### config.mk
export PLATFORM = sky130hd
export DESIGN_NAME = window_step_change_detector
export DESIGN_NICKNAME = d
export VERILOG_FILES = /design/src/rtl/wscd_pkg.sv /design/src/rtl/window_step_change_detector.sv
export SDC_FILE = /design/constraint.sdc
export NUM_CORES = 1
export LEC_CHECK = 0
export BUFFER_PORTS_ARGS = -buffer_cell sky130_fd_sc_hd__buf_2
export CAP_MARGIN = 10
export CORE_MARGIN = 2
export CORE_UTILIZATION = 40
export CTS_CLUSTER_SIZE = 25
export DETAILED_ROUTE_END_ITERATION = 8
export HOLD_SLACK_MARGIN = 0.05
export PLACE_DENSITY = 0.63
export SETUP_SLACK_MARGIN = 0.1
export SLEW_MARGIN = 20
export SYNTH_ARGS = -nofsm -noshare
export SYNTH_HDL_FRONTEND = slang
export SYNTH_SLANG_ARGS = --single-unit
### constraint.sdc
create_clock -name clk -period 11.9 [get_ports clk]
set_clock_uncertainty 0.05 [all_clocks]
set_input_delay 1.19 -clock clk [delete_from_list [all_inputs] [get_ports clk]]
set_output_delay 1.19 -clock clk [all_outputs]
set_load 0.01 [all_outputs]
### src/rtl/wscd_pkg.sv
`default_nettype none
// ----------------------------------------------------------------------------
// wscd_pkg
// Shared types, constants and the step compare for the window step change
// detector.
// ----------------------------------------------------------------------------
package wscd_pkg;

    // Window geometry.
    localparam int WINDOW_DEPTH = 5;
    localparam int WIN_IDX_W    = $clog2(WINDOW_DEPTH);
    localparam int FILL_CNT_W   = $clog2(WINDOW_DEPTH + 1);

    // Field widths.
    localparam int SAMPLE_W = 8;
    localparam int MODE_W   = 2;
    localparam int DET_W    = 2;
    localparam int TDATA_W  = 8;

    // Reset value of the step threshold register.
    localparam logic [SAMPLE_W-1:0] STEP_THRESHOLD_RESET = SAMPLE_W'(45);

    // Watch mode codes. Any code other than idle and rise watches for a drop.
    localparam logic [MODE_W-1:0] MODE_IDLE = 2'd0;
    localparam logic [MODE_W-1:0] MODE_DROP = 2'd1;
    localparam logic [MODE_W-1:0] MODE_RISE = 2'd2;

    // Detection codes.
    localparam logic [DET_W-1:0] DET_NONE = 2'd0;
    localparam logic [DET_W-1:0] DET_DROP = 2'd1;
    localparam logic [DET_W-1:0] DET_RISE = 2'd2;

    typedef logic [SAMPLE_W-1:0] sample_t;

    // True when going from the earlier to the later sample is a step larger
    // than the threshold, in the watched direction.
    function automatic logic is_step(input sample_t earlier, input sample_t later,
                                     input logic rise, input sample_t thr);
        logic signed [SAMPLE_W+1:0] diff;
        if (rise)
        begin
            diff = $signed({2'b00, later}) - $signed({2'b00, earlier});
        end
        else
        begin
            diff = $signed({2'b00, earlier}) - $signed({2'b00, later});
        end
        return diff > $signed({2'b00, thr});
    endfunction

endpackage
`default_nettype wire

### src/rtl/window_step_change_detector.sv
`default_nettype none
// ----------------------------------------------------------------------------
// window_step_change_detector
// Detects a sudden rise or drop of the sample value over a
// window of the most recent samples.
// ----------------------------------------------------------------------------
// One beat in gives one beat out. An accepted beat is captured in an input
// register; from there the window compare (all sample pairs of the full
// five-entry window, or only the latest stored sample while it fills; none
// in idle mode) runs and the detection code lands in the output register.
// A new beat is accepted every cycle while the output side keeps taking
// results. The window and fill count are updated only when the compared beat
// moves on into the output register, which keeps successive beats in order.
// The threshold register may be written only while no beat is in flight.
module window_step_change_detector
    import wscd_pkg::*;
(
    input  wire logic               clk,
    input  wire logic               rst_n,
    // Threshold register write.
    input  wire logic               cfg_wr_en,
    input  wire logic [SAMPLE_W-1:0] cfg_wr_data,     // step_threshold
    // Sample stream in.
    input  wire logic               s_tvalid,
    output      logic               s_tready,
    input  wire logic [TDATA_W-1:0] s_tdata,         // [7:0] sample
    input  wire logic [MODE_W-1:0]  s_tuser,         // [1:0] watch_mode
    // Detection stream out.
    output      logic               m_tvalid,
    input  wire logic               m_tready,
    output      logic [TDATA_W-1:0] m_tdata          // [1:0] detection, rest zero
);

    logic [SAMPLE_W-1:0]   thr_reg;
    logic                  in_valid_reg;
    logic [MODE_W-1:0]     in_mode_reg;
    sample_t               in_sample_reg;
    logic                  out_valid_reg;
    logic [DET_W-1:0]      out_det_reg;
    logic [DET_W-1:0]      out_det_next;
    logic [FILL_CNT_W-1:0] fill_count_reg;
    logic [FILL_CNT_W-1:0] fill_count_next;
    sample_t               win_reg  [WINDOW_DEPTH];
    sample_t               win_next [WINDOW_DEPTH];
    logic                  out_free;
    logic                  advance;

    // The output register can take a new result when empty or being drained.
    assign out_free = !out_valid_reg || m_tready;
    assign advance  = in_valid_reg && out_free;
    assign s_tready = !in_valid_reg || out_free;

    assign m_tvalid = out_valid_reg;
    assign m_tdata  = {{(TDATA_W-DET_W){1'b0}}, out_det_reg};

    // Threshold register.
    always_ff @(posedge clk or negedge rst_n)
    begin
        if (!rst_n)
        begin
            thr_reg <= STEP_THRESHOLD_RESET;
        end
        else if (cfg_wr_en)
        begin
            thr_reg <= cfg_wr_data;
        end
    end

    // Window compare and state update for the beat in the input register.
    always_comb
    begin
        logic                 rise;
        logic                 hit;
        logic [DET_W-1:0]     code;
        logic [WIN_IDX_W-1:0] wr_idx;
        logic [WIN_IDX_W-1:0] prev_idx;
        sample_t              shifted [WINDOW_DEPTH];

        rise     = (in_mode_reg == MODE_RISE);
        code     = rise ? DET_RISE : DET_DROP;
        hit      = 1'b0;
        wr_idx   = fill_count_reg[WIN_IDX_W-1:0];
        prev_idx = wr_idx - WIN_IDX_W'(1);

        for (int i = 0; i < WINDOW_DEPTH - 1; i++)
        begin
            shifted[i] = win_reg[i + 1];
        end
        shifted[WINDOW_DEPTH-1] = in_sample_reg;

        win_next        = win_reg;
        fill_count_next = fill_count_reg;
        out_det_next    = DET_NONE;

        if (in_mode_reg != MODE_IDLE)
        begin
            if (fill_count_reg < FILL_CNT_W'(WINDOW_DEPTH))
            begin
                // Filling: compare only with the latest stored sample.
                if (fill_count_reg != '0 &&
                    is_step(win_reg[prev_idx], in_sample_reg, rise, thr_reg))
                begin
                    fill_count_next = '0;
                    out_det_next    = code;
                end
                else
                begin
                    win_next[wr_idx] = in_sample_reg;
                    fill_count_next  = fill_count_reg + FILL_CNT_W'(1);
                end
            end
            else
            begin
                // Full: shift the sample in, then check every ordered pair.
                win_next = shifted;
                for (int i = 0; i < WINDOW_DEPTH - 1; i++)
                begin
                    for (int j = i + 1; j < WINDOW_DEPTH; j++)
                    begin
                        if (is_step(shifted[i], shifted[j], rise, thr_reg))
                        begin
                            hit = 1'b1;
                        end
                    end
                end
                if (hit)
                begin
                    fill_count_next = '0;
                    out_det_next    = code;
                end
            end
        end
    end

    // Pipeline control and fill count.
    always_ff @(posedge clk or negedge rst_n)
    begin
        if (!rst_n)
        begin
            in_valid_reg   <= 1'b0;
            out_valid_reg  <= 1'b0;
            fill_count_reg <= '0;
        end
        else
        begin
            if (s_tready)
            begin
                in_valid_reg <= s_tvalid;
            end
            if (out_free)
            begin
                out_valid_reg <= in_valid_reg;
            end
            if (advance)
            begin
                fill_count_reg <= fill_count_next;
            end
        end
    end

    // Payload registers and sample window.
    always_ff @(posedge clk)
    begin
        if (s_tvalid && s_tready)
        begin
            in_mode_reg   <= s_tuser;
            in_sample_reg <= s_tdata[SAMPLE_W-1:0];
        end
        if (advance)
        begin
            out_det_reg <= out_det_next;
            win_reg     <= win_next;
        end
    end

endmodule
`default_nettype wire

==> results.cfg <==
[run_status]
status = finished, final reports clean

[clocking]
ctsHoldBuffers = 0
cts_resized = 0
cts_num_sinks = 65
clk_path_buf_depth = 2
insertion_delay_ns = 0.34
cts_tree = yes
htreeDepth = 3
root_buffer = clkbuf_16
cts_setup_buffers = 0
path_clk_slew_ns = 0.05
cts_buffers = 9

[cells_and_area]
diodes = 0
area_delta_synth_final_pct = 7.22
largest_reg_flops = 40
nets = 1747
fin_util_pct = 43.3
final_layout_size_suffix_gt1_share_pct = 5.21
layoutNonFillerInstCount = 1824

[sta]
fin_crit_ns = 6.29
tns_ns = 0
max_freq_mhz = 159
setup_viol = 0
relSlewSlack_pct = 33.6
hold_viol = 0
post-route-period-util_pct = 52.8
grt_setup_unrepaired = no
slew_viol_final = 0
worstMarginPinSlew_ns = 0.993

[synth]
synthMostInstantiatedCell = ha_1
avgSynthCellArea_um2 = 8.10
synth-edff-count = 52
synth_top_area_share_pct = 28.9
synth_ff_type = edfxtp_1
synthArstFlopShare_pct = 20.0
synthTopCellsByCount = 267 x ha_1, 198 x nand2_1, 130 x inv_1
synthAdderAreaFrac_pct = 32.7
netlist_area_um2 = 11600
syn_inst = 1428
synth_top_area_cell = ha_1
seq_area_frac_synth_pct = 16.4
synth_compound_area_share_pct = 18.3
synth-seq-cells = 65
synth.top_cells.by_area = ha_1 29%, edfxtp_1 13%, nand2_1 6.4%
synth_top_family_by_area = adder cells
muxShareOfSynthArea_pct = 5.05
yosys_warnings = 0
yosysUniqueCellTypes = 70
synth-xor-area-share_pct = 5.15
synthSimpleGateAreaFrac_pct = 16.1

[global_route]
grt_max_degree = 59
antenna_found_initial = 0
grt_pass1_vias = 10034
track_usage_pct = 25.6
grt_pass1_wl_um = 59500
grt-ovfl-total = 0

[min_path]
hold_path.class = register to register

[power]
p_leak_uw = 0.00588
power.total_uw = 2960
powerDensity_nw_per_um2 = 239
ir_worst_vdd_mv = 0.192

[routing]
wl_um = 39000
drcViolationCount = 0
vias = 10630
drt-pass1-iter-count = 6
drtAntennaViolNets = 0
vias_per_cell = 5.83
first_iter_violations = 1043
wire_per_inst_um = 21.4

[setup_path]
crit_type = register to register
worstSetupEndpointType = register
worstPathMaxFanout = 37
crit_path_top_delay_cell = xnor2_1
required_ns = 11.81
slowest_delay_ns = 0.68
crit_chain = buf_4, inv_2, ha_1, xnor2_1, o21ai_0, nand2_1, o31ai_1, nand2_1, o31a_1, inv_1, ha_1, o211ai_1, a31oi_1, o21ai_0, a31oi_1, nand2b_1, xor2_1, ha_1, and4_1, o21ai_0, a31oi_1, or2_2, a41o_1, a21oi_1
start_kind = register
critical_path_arrival_ns = 6.20

[floorplanning]
die_area_um2 = 30300
rows = 62
die_w_um = 174
ios = 33
coreArea_um2 = 28600
start_util_pct = 40.4
die-height_um = 174

[place]
place.gp.congestion = 1.00
port_buffers = 26
placedCellCount = 1808
dp_hpwl_um = 29500

[run]
maxCapViolCount = 0
path summary, 6_finish.rpt:
check | slack, ns | end | from | cells after the start
max | 5.61 | win_reg[10] | fill_count_reg[0] | 24
min | 0.44 | m_tvalid | in_valid_reg | 1
max reg2reg | 5.61 | win_reg[10] | fill_count_reg[0] | 24
min reg2reg | 0.44 | m_tvalid | in_valid_reg | 1
max in group asynchronous | 10.81 | thr_reg[3] | rst_n | 1
min in group asynchronous | 0.70 | thr_reg[7] | rst_n | 1
report_power, final:
group	internal (uW)	leakage [uW]	switching, uW
clock network	205	0.000159	102
registers	323	0.000638	132
logic	908	0.00509	1290
total	1440	0.00588	1520
per-layer routing:
layer	share of wire [%]	GRT usage (%)
met1	43	34.7
met2	46	42.5
met3	7.0	3.15
met4	3.8	8.26
met5	0	0
worst max-delay path, delay by kind of cell, from the launching register on:
family	cells	cell delay [ns]
XOR/XNOR	2	0.83
AND/OR/NAND/NOR	5	0.85
flip-flops	1	0.32
buffers and inverters	3	0.67
adder cells (fa/ha/maj)	3	0.82
AO/OA/AOI/OAI	11	2.34
placed cells by master, fill, tap and decap left out, types with 19 or more instances in the layout:
| cell type | instances |
|---|---|
| nand2_1 | 198 |
| a21oi_1 | 99 |
| a31oi_1 | 24 |
| a21o_1 | 25 |
| buf_2 | 26 |
| mux2i_1 | 55 |
| nand3_1 | 25 |
| nor2_1 | 127 |
| xor2_1 | 19 |
| ha_1 | 267 |
| xnor2_1 | 49 |
| o22ai_1 | 21 |
| edfxtp_1 | 52 |
| fa_1 | 22 |
| nand4_1 | 24 |
| o21ai_0 | 73 |
| inv_1 | 130 |
kinds of logic (layout without fill, tap and decap cells):
| group | after synthesis | in the layout |
|---|---|---|
| AO/OA/AOI/OAI | 337 | 337 |
| XOR/XNOR | 68 | 68 |
| adder cells (fa/ha/maj) | 289 | 289 |
| buffers and inverters | 178 | 185 |
| flip-flops | 65 | 65 |
| multiplexers | 58 | 58 |
| other | 1 | 6 |
| AND/OR/NAND/NOR | 432 | 432 |
final cells by class:
type / count / area [um2]
clock inverter: 6 / 114
clock buffer: 10 / 229
multi-input combinational: 1190 / 8980
tap: 384 / 480
sequential: 65 / 1890
fill: 2877 / 16200
timing repair buffer: 37 / 213
inverter: 132 / 495
metrics by stage:
step	hold WS (ns)	area, um2	worst slack, ns
global route	0.463	12400	5.16
floorplan	0.399	11600	6.50
CTS	0.444	12400	5.67
detailed placement	0.423	12100	5.70
global placement	0.426	12100	5.90
finish	0.439	12400	5.61
Power figures use the tool's default switching activity.
